`config.mk`:
```
export PLATFORM = sky130hd
export DESIGN_NAME = command_driven_char_stack_unit
export DESIGN_NICKNAME = d
export VERILOG_FILES = /design/src/rtl/csu_pkg.sv /design/src/rtl/csu_stack_mem.sv /design/src/rtl/command_driven_char_stack_unit.sv
export SDC_FILE = /design/constraint.sdc
export NUM_CORES = 1
export LEC_CHECK = 0
export BUFFER_PORTS_ARGS = -buffer_cell sky130_fd_sc_hd__buf_2
export CAP_MARGIN = 10
export CORE_ASPECT_RATIO = 0.7
export CORE_MARGIN = 2
export CORE_UTILIZATION = 56
export CTS_CLUSTER_DIAMETER = 100
export DETAILED_ROUTE_END_ITERATION = 8
export GPL_ROUTABILITY_DRIVEN = 0
export PLACE_DENSITY = 0.79
export SLEW_MARGIN = 20
export SYNTH_ARGS = -nofsm -noshare
export SYNTH_HDL_FRONTEND = slang
export SYNTH_SLANG_ARGS = --single-unit
```
`constraint.sdc`:
```
create_clock -name clk -period 5.7 [get_ports clk]
set_input_delay 1.14 -clock clk [delete_from_list [all_inputs] [get_ports clk]]
set_output_delay 1.14 -clock clk [all_outputs]
set_load 0.02 [all_outputs]
```
`src/rtl/csu_pkg.sv`:
```
// shared constants for the command driven character stack
package csu_pkg;

  parameter int STACK_DEPTH = 64;

  localparam logic [7:0] CMD_PUSH = 8'h3C;  // '<'
  localparam logic [7:0] CMD_POP  = 8'h3E;  // '>'
  localparam logic [7:0] CMD_DUMP = 8'h7C;  // '|'

  localparam logic [1:0] KIND_DATA      = 2'd0;
  localparam logic [1:0] KIND_UNDERFLOW = 2'd1;
  localparam logic [1:0] KIND_OVERFLOW  = 2'd2;

endpackage

```
`src/rtl/csu_stack_mem.sv`:
```
// byte-wide stack storage, one write port and one registered read port
module csu_stack_mem #(
  parameter int DEPTH  = csu_pkg::STACK_DEPTH,
  parameter int ADDR_W = (DEPTH > 1) ? $clog2(DEPTH) : 1
) (
  input  logic              clk,
  input  logic              wr_en,
  input  logic [ADDR_W-1:0] wr_addr,
  input  logic [7:0]        wr_data,
  input  logic              rd_en,
  input  logic [ADDR_W-1:0] rd_addr,
  output logic [7:0]        rd_data
);

  logic [7:0] mem [DEPTH];

  always_ff @(posedge clk) begin
    if (wr_en) begin
      mem[wr_addr] <= wr_data;
    end
  end

  always_ff @(posedge clk) begin
    if (rd_en) begin
      rd_data <= mem[rd_addr];
    end
  end

endmodule

```
`src/rtl/command_driven_char_stack_unit.sv`:
```
// top level: command sequencer around the stack memory and its shared count unit
//
//  channel   signals                                  transfer
//  command   start, busy, in_byte                     start high while busy low
//  result    out_valid, out_byte, result_kind, last   out_valid high, one cycle
//
// push, pop and ignored bytes keep busy low; the result of a pop on empty or a push
// on full shows in the cycle after the transfer.
// a dump keeps busy high while the count unit walks the memory read port from the top down;
// each read byte passes through the memory read register and then the output register.
// rst (synchronous) empties the stack and clears a pending push; memory is not cleared.
// the receiver cannot stall: each result is shown for exactly one cycle.
module command_driven_char_stack_unit #(
  parameter int STACK_DEPTH = csu_pkg::STACK_DEPTH
) (
  input  logic       clk,
  input  logic       rst,
  input  logic       start,
  output logic       busy,
  input  logic [7:0] in_byte,
  output logic       out_valid,
  output logic [7:0] out_byte,
  output logic [1:0] result_kind,
  output logic       last
);

  localparam int CNT_W  = $clog2(STACK_DEPTH + 1);
  localparam int ADDR_W = (STACK_DEPTH > 1) ? $clog2(STACK_DEPTH) : 1;

  localparam logic ST_IDLE = 1'b0;
  localparam logic ST_DUMP = 1'b1;

  logic             state;
  logic             state_next;
  logic [CNT_W-1:0] count;
  logic [CNT_W-1:0] count_next;
  logic             push_pending;
  logic             push_pending_next;

  logic             res_valid_next;
  logic [7:0]       res_byte_next;
  logic [1:0]       res_kind_next;
  logic             res_last_next;

  logic             accept;
  logic             full;
  logic             empty;
  logic [CNT_W-1:0] count_inc;
  logic [CNT_W-1:0] count_dec;

  logic             wr_en;
  logic             rd_en;
  logic [7:0]       rd_data;

  assign accept    = start && (state == ST_IDLE);
  assign busy      = (state != ST_IDLE);
  assign full      = (count == CNT_W'(STACK_DEPTH));
  assign empty     = (count == '0);
  // one incrementer and one shared decrementer for the stack pointer
  assign count_inc = count + CNT_W'(1);
  assign count_dec = count - CNT_W'(1);

  always_comb begin
    state_next        = state;
    count_next        = count;
    push_pending_next = push_pending;
    res_valid_next    = 1'b0;
    res_byte_next     = 8'h00;
    res_kind_next     = csu_pkg::KIND_DATA;
    res_last_next     = 1'b0;
    wr_en             = 1'b0;
    rd_en             = 1'b0;
    unique case (state)
      ST_IDLE: begin
        if (accept) begin
          if (push_pending) begin
            push_pending_next = 1'b0;
            if (full) begin
              res_valid_next = 1'b1;
              res_kind_next  = csu_pkg::KIND_OVERFLOW;
              res_last_next  = 1'b1;
            end else begin
              wr_en      = 1'b1;
              count_next = count_inc;
            end
          end else if (in_byte == csu_pkg::CMD_PUSH) begin
            push_pending_next = 1'b1;
          end else if (in_byte == csu_pkg::CMD_POP) begin
            if (empty) begin
              res_valid_next = 1'b1;
              res_kind_next  = csu_pkg::KIND_UNDERFLOW;
              res_last_next  = 1'b1;
            end else begin
              count_next = count_dec;
            end
          end else if (in_byte == csu_pkg::CMD_DUMP) begin
            if (!empty) begin
              rd_en      = 1'b1;
              count_next = count_dec;
              state_next = ST_DUMP;
            end
          end
        end
      end
      ST_DUMP: begin
        // rd_data holds the entry at index count
        res_valid_next = 1'b1;
        res_byte_next  = rd_data;
        res_last_next  = empty;
        if (empty) begin
          state_next = ST_IDLE;
        end else begin
          rd_en      = 1'b1;
          count_next = count_dec;
        end
      end
      default: begin
        state_next = ST_IDLE;
      end
    endcase
  end

  always_ff @(posedge clk) begin
    if (rst) begin
      state        <= ST_IDLE;
      count        <= '0;
      push_pending <= 1'b0;
      out_valid    <= 1'b0;
    end else begin
      state        <= state_next;
      count        <= count_next;
      push_pending <= push_pending_next;
      out_valid    <= res_valid_next;
    end
  end

  always_ff @(posedge clk) begin
    out_byte    <= res_byte_next;
    result_kind <= res_kind_next;
    last        <= res_last_next;
  end

  csu_stack_mem #(
    .DEPTH  (STACK_DEPTH),
    .ADDR_W (ADDR_W)
  ) u_mem (
    .clk     (clk),
    .wr_en   (wr_en),
    .wr_addr (count[ADDR_W-1:0]),
    .wr_data (in_byte),
    .rd_en   (rd_en),
    .rd_addr (count_dec[ADDR_W-1:0]),
    .rd_data (rd_data)
  );

`ifndef SYNTHESIS
  a_count_range: assert property (@(posedge clk) disable iff (rst)
    count <= CNT_W'(STACK_DEPTH))
    else $error("stack count beyond depth");

  a_error_is_last: assert property (@(posedge clk) disable iff (rst)
    out_valid && (result_kind != csu_pkg::KIND_DATA) |-> last)
    else $error("error result not marked last");

  a_data_from_dump: assert property (@(posedge clk) disable iff (rst)
    out_valid && (result_kind == csu_pkg::KIND_DATA) |-> $past(state) == ST_DUMP)
    else $error("data result outside a dump");

  a_dump_ends: assert property (@(posedge clk) disable iff (rst)
    (state == ST_DUMP) && empty |=> (state == ST_IDLE) && out_valid && last)
    else $error("dump did not close with a last result");
`endif

endmodule

```
* Yosys cells after proc, flatten, opt, wreduce, memory -nomap -nowiden
Memory sizes are Yosys's and may differ from the RTL's. A register that Yosys moved wholly into a read port is not among the register bits.
Cells that the tools add are included.
** Storage, ports and cells
- Memories kept :: 1
- RAM bits :: 512
- Memory bits (read-only) :: 0
- Word-level logic and storage cells :: 61
- Input bits :: 11
- Bits in latches :: 0
- Output and inout bits :: 13
- Flip-flop bits (word level) :: 21
** Memory list
- u_mem.mem :: words 64, bits a word 8, read ports 1, clocked after memory_dff 1, write ports 1, line csu_stack_mem.sv:15 : logic [7:0] mem [DEPTH];
** Cells by class
- Reductions and logical operators :: 5
- Equal/unequal tests :: 8
- $add $sub $neg :: 2
- Bitwise operators :: 2
- Order comparisons :: 0
- Shift operators :: 0
- Div/mod/pow operators :: 0
- Muxes and demuxes :: 36
- Multipliers :: 0
** Operators with widths (number)
- $mux W7 :: 7
- $mux W1 :: 23
- $eq A8 B6 Y1 const B :: 2
- $pmux W7 S2 :: 1
- $eq A8 B7 Y1 const B :: 1
- $add A7 B1 Y7 const B :: 1
- $eq A7 B7 Y1 const B :: 1
- $logic_not A7 Y1 :: 1
- $sub A7 B1 Y7 const B :: 1
- $ne A3 B3 Y1 const B :: 2
- $pmux W1 S2 :: 3
- $mux W2 :: 2
- $ne A4 B2 Y1 const B :: 1
- $reduce_and A4 Y1 :: 1
- $ne A2 B2 Y1 const B :: 1
- $not A1 Y1 :: 2
- $reduce_and A2 Y1 :: 1
- $reduce_or A2 Y1 :: 1
- $logic_and A1 B1 Y1 :: 1

* Depth between registers and ports, before layout
- Depth in word-level cells :: 8
- Depth in mapped cells :: 13
- Mapped depth without buffers :: 7

* Modules after synthesis
Synthesis repeated with hierarchy kept, for this count alone.
** Second synthesis, totals
- Cells, all modules :: 1065
- Area, all modules :: 21363.0 sq um
** By module, submodules not included
- csu_stack_mem :: cells an instance 940, area an instance 20246.9 sq um, times used 1, seq. area each 15615.0 sq um
- command_driven_char_stack_unit :: cells an instance 125, area an instance 1116.1 sq um, times used 1, seq. area each 420.4 sq um

* Least setup slack after synthesis
Ideal clock, no wire load.
- Path type :: register to register
- From :: reg count[0]
- To :: reg u_mem.rd_data[6] (read register of u_mem.mem) (data pin)
- Cell stages (with the launch flop) :: 14
- Path buffers :: 6
- Required time :: 5.424 ns
- Clock period less this slack :: 3.189 ns
- Setup time :: 0.276 ns
- Arrival :: 2.913 ns
- Setup slack :: 2.511 ns
- Cell sequence :: dfxtp_1 buf_4 buf_4 buf_2 inv_1 ha_1 clkbuf_1 clkbuf_1 clkbuf_1 mux4_2 nand2_1 nand2_1 a22oi_1 o221ai_1
** Between the ends
- Cells in the longest elaborated chain, start to end :: 8
- Elaborated cells between the ends (all ways) :: 9
- Those cells by class :: 1 x add/sub; 7 x mux; 1 x reduce/logical
** RTL lines
- start, declared :: line command_driven_char_stack_unit.sv:35 : logic [CNT_W-1:0] count;
- start signal, assigned :: line command_driven_char_stack_unit.sv:131 : count <= count_next;
- $logic_not A7 Y1 :: line command_driven_char_stack_unit.sv:58 : assign empty = (count == '0);
- $mux W1 :: line command_driven_char_stack_unit.sv:97, command_driven_char_stack_unit.sv:110
- $mux W1 :: line command_driven_char_stack_unit.sv:96 : end else if (in_byte == csu_pkg::CMD_DUMP) begin
- $mux W1 :: line command_driven_char_stack_unit.sv:88 : end else if (in_byte == csu_pkg::CMD_POP) begin
- $mux W1 :: line command_driven_char_stack_unit.sv:86 : end else if (in_byte == csu_pkg::CMD_PUSH) begin
- $mux W1 :: line command_driven_char_stack_unit.sv:76 : if (push_pending) begin
- $mux W1 :: line command_driven_char_stack_unit.sv:75 : if (accept) begin
- $pmux W1 S2 :: line command_driven_char_stack_unit.sv:73 : unique case (state)
- end, declared :: line csu_stack_mem.sv:12 : output logic [7:0] rd_data
Parallel ways exist; a longest one is shown, timed or not.
A chain may end at the register's enable or synchronous reset.

* Worst setup path after layout
- From :: reg count[1]
- To :: reg u_mem.rd_data[6] (read register of u_mem.mem) (data pin)
Same word-level chain as after synthesis.

==> metrics.cfg <==
[outcome]
status=complete, no violations

[drt]
wire_per_inst_um=29.3
ant_nets=0
vias_per_cell=6.66
drc=0
drt_pre_antenna_iters=8
vias=11066
wirelength_um=48600
drtIter0Drc=1543

[finish]
final_nets=1149
finalInstanceArea_um2=23700
regArea_um2=16000
final_common_cell=edfxtp_1
fillers=2477
fin_util_pct=63.5
stdcell_count=1661
syn_to_final_growth_pct=11.2
multiInputGateArea_um2=5020
mostFrequentLayoutCells=520 x edfxtp_1, 136 x mux4_2, 81 x nor2_1
drive_above_1_share_pct=24.1

[timing]
fin_setup_tns_ps=0
finalSetupViolCount=0
drv_slew=0
hold_viol=0
max_freq_mhz=266
clock_skew_ps=19.2
period_minus_slack_ps=3760
rsz0062_at_grt=false
slew_headroom_pct=26.3
hold_ws_ps=582
worstMarginPinSlew_ps=1100
period_share_pct=66.0

[yosys]
synth_area_leaders=edfxtp_1 73%, mux4_2 14%, dfxtp_1 2.0%
ys_ff_latch=541
async_reset_ff_share_pct=0
synth.cell_area_um2=21300
yosys.area.top_type_share_pct=73.2
syn_nets=1103
yosys_warnings=0
synth.distinct_cells=57
yosysSeqAreaShare_pct=75.2
syn_inst=1089
yosys.area.top_type=edfxtp_1
ys.flop_type=edfxtp_1
synth-edff-count=520
syn_area_per_cell_um2=19.6

[clocking]
clock_sinks=541
path_clk_slew_ps=60
cts_tree=yes
cts_buffer_depth=3
root_buffer=clkbuf_16
clk_latency_ps=570
postCtsSetupRepairBufs=0
ctsResizeCount=0
numCtsBuffers=49
hold_buffers=0
cts_htree_levels=2

[die]
core_um2=37400
io_pins=24
row_count=59
dieHeight_um=167
fp.dieW_um=237
start_util_pct=57.1
die_area_um2=39700

[global_routing]
grt_pass1_vias=10716
grt_overflow=0
grt_max_degree=66
antenna_found_initial=2
gr-usage-all-layers_pct=24.9
grt_pass1_wl_um=71600

[place]
dpl_cell_area_um2=22000
place_inst=1571
portBuffers=23
hpwl_um=29900

[setup_path]
slowest_delay_ps=930
crit_fanout=58
cp.arrival_ps=4050
reg2reg_from=count[1]
ff2ff_setup_slack_ps=1940
reg2reg_depth=7
crit_slowest_cell=ha_4
critPathKind=flop to flop
startpoint_type=flop
end_kind=flop
crit_chain=inv_1 > ha_4 > buf_4 > mux4_2 > mux4_2 > nor2_1 > o221ai_1
timing.rr.end=u_mem.rd_data[6]
required_ps=5990
cp_common_cell=mux4_2

[worst_hold_path]
hold_start=count[6]
hold_end=count[6]
holdPathStages=2
hold_class=flop to flop

[power]
powerDensity_nw_per_um2=399
power_switching_mw=2.50
seq_power_share_pct=46.5
cell_internal_pwr_mw=6.95
cellLeakagePower_nw=7.29
combPwrFrac_pct=18.1
clockPowerShare_pct=35.4
swShare_pct=26.4
ir_drop_v=0.000235

[job]
maxCapViolCount=0

## cell type report
type	count	share of cell area, %
multi-input combinational	482	21.2
clock buffer	61	5.76
tap	488	2.58
timing repair buffer	51	1.51
antenna	1	0.0106
clock inverter	27	1.15
sequential	541	67.7
inverter	10	0.158
## how the worst max path moves through the flow
stage / startpoint / endpoint / slack [ps]
floorplan: count[0] / u_mem.rd_data[6] / 2510
global placement: count[0] / u_mem.rd_data[5] / 2080
detailed placement: count[1] / u_mem.rd_data[6] / 2010
CTS: count[1] / u_mem.rd_data[6] / 2010
global route: count[1] / u_mem.rd_data[6] / 1850
finish: count[1] / u_mem.rd_data[6] / 1940
## per-layer routing
metal	wire length (um)	GRT usage, %
met1	19800	37.5
met2	20500	33.2
met3	6920	10.6
met4	1400	7.33
met5	85	1.82
## power groups by stage
stage	sequential [mW]	combinational [mW]	clock (mW)
finish	4.39	1.71	3.35
global route	4.39	1.79	3.54
CTS	4.39	1.67	3.38
detailed placement	4.48	1.66	0
global placement	4.48	1.64	0
floorplan	4.47	1.07	0
## through the flow
step,power (mW),setup WS (ps)
floorplan,5.54,2510
global placement,6.11,2080
detailed placement,6.14,2010
CTS,9.44,2010
global route,9.72,1850
finish,9.45,1940
## synth_stat cells (5+ instances only)
| cell | instances |
|---|---|
| edfxtp_1 | 520 |
| nand2_1 | 67 |
| nand3_1 | 23 |
| buf_2 | 14 |
| a22oi_1 | 18 |
| a221oi_1 | 5 |
| and2_1 | 9 |
| buf_4 | 7 |
| inv_1 | 8 |
| a21oi_1 | 8 |
| nor2_1 | 81 |
| dfxtp_1 | 21 |
| a41o_1 | 10 |
| o21ai_0 | 42 |
| and3_1 | 8 |
| mux4_2 | 136 |
| nor3_1 | 8 |
| nor4_1 | 5 |
| clkbuf_1 | 28 |
| o221ai_1 | 8 |
## kinds of logic after synthesis
| group | after synthesis | synth area share (%) |
|---|---|---|
| simple gates | 228 | 4.99 |
| compound gates | 109 | 3.47 |
| buf+inv | 66 | 1.51 |
| fa+ha+maj | 3 | 0.176 |
| flops | 541 | 75.2 |
| xor+xnor | 5 | 0.205 |
| mux | 137 | 14.4 |
## state kept, by name, summed over array words and instances, names as in the netlist
name,cells
result_kind,2
u_mem.mem,512
last,1
count,7
push_pending,1
u_mem.rd_data,8
out_byte,8
busy,1
out_valid,1
## worst max-delay path, delay by kind of cell, from the launching register on
| kind | cells | cell delay (ps) |
|---|---|---|
| fa+ha+maj | 1 | 930 |
| mux | 2 | 850 |
| buf+inv | 2 | 670 |
| flops | 1 | 640 |
| simple gates | 1 | 170 |
| compound gates | 1 | 160 |
Note: power is estimated with default switching activity, not from simulation.
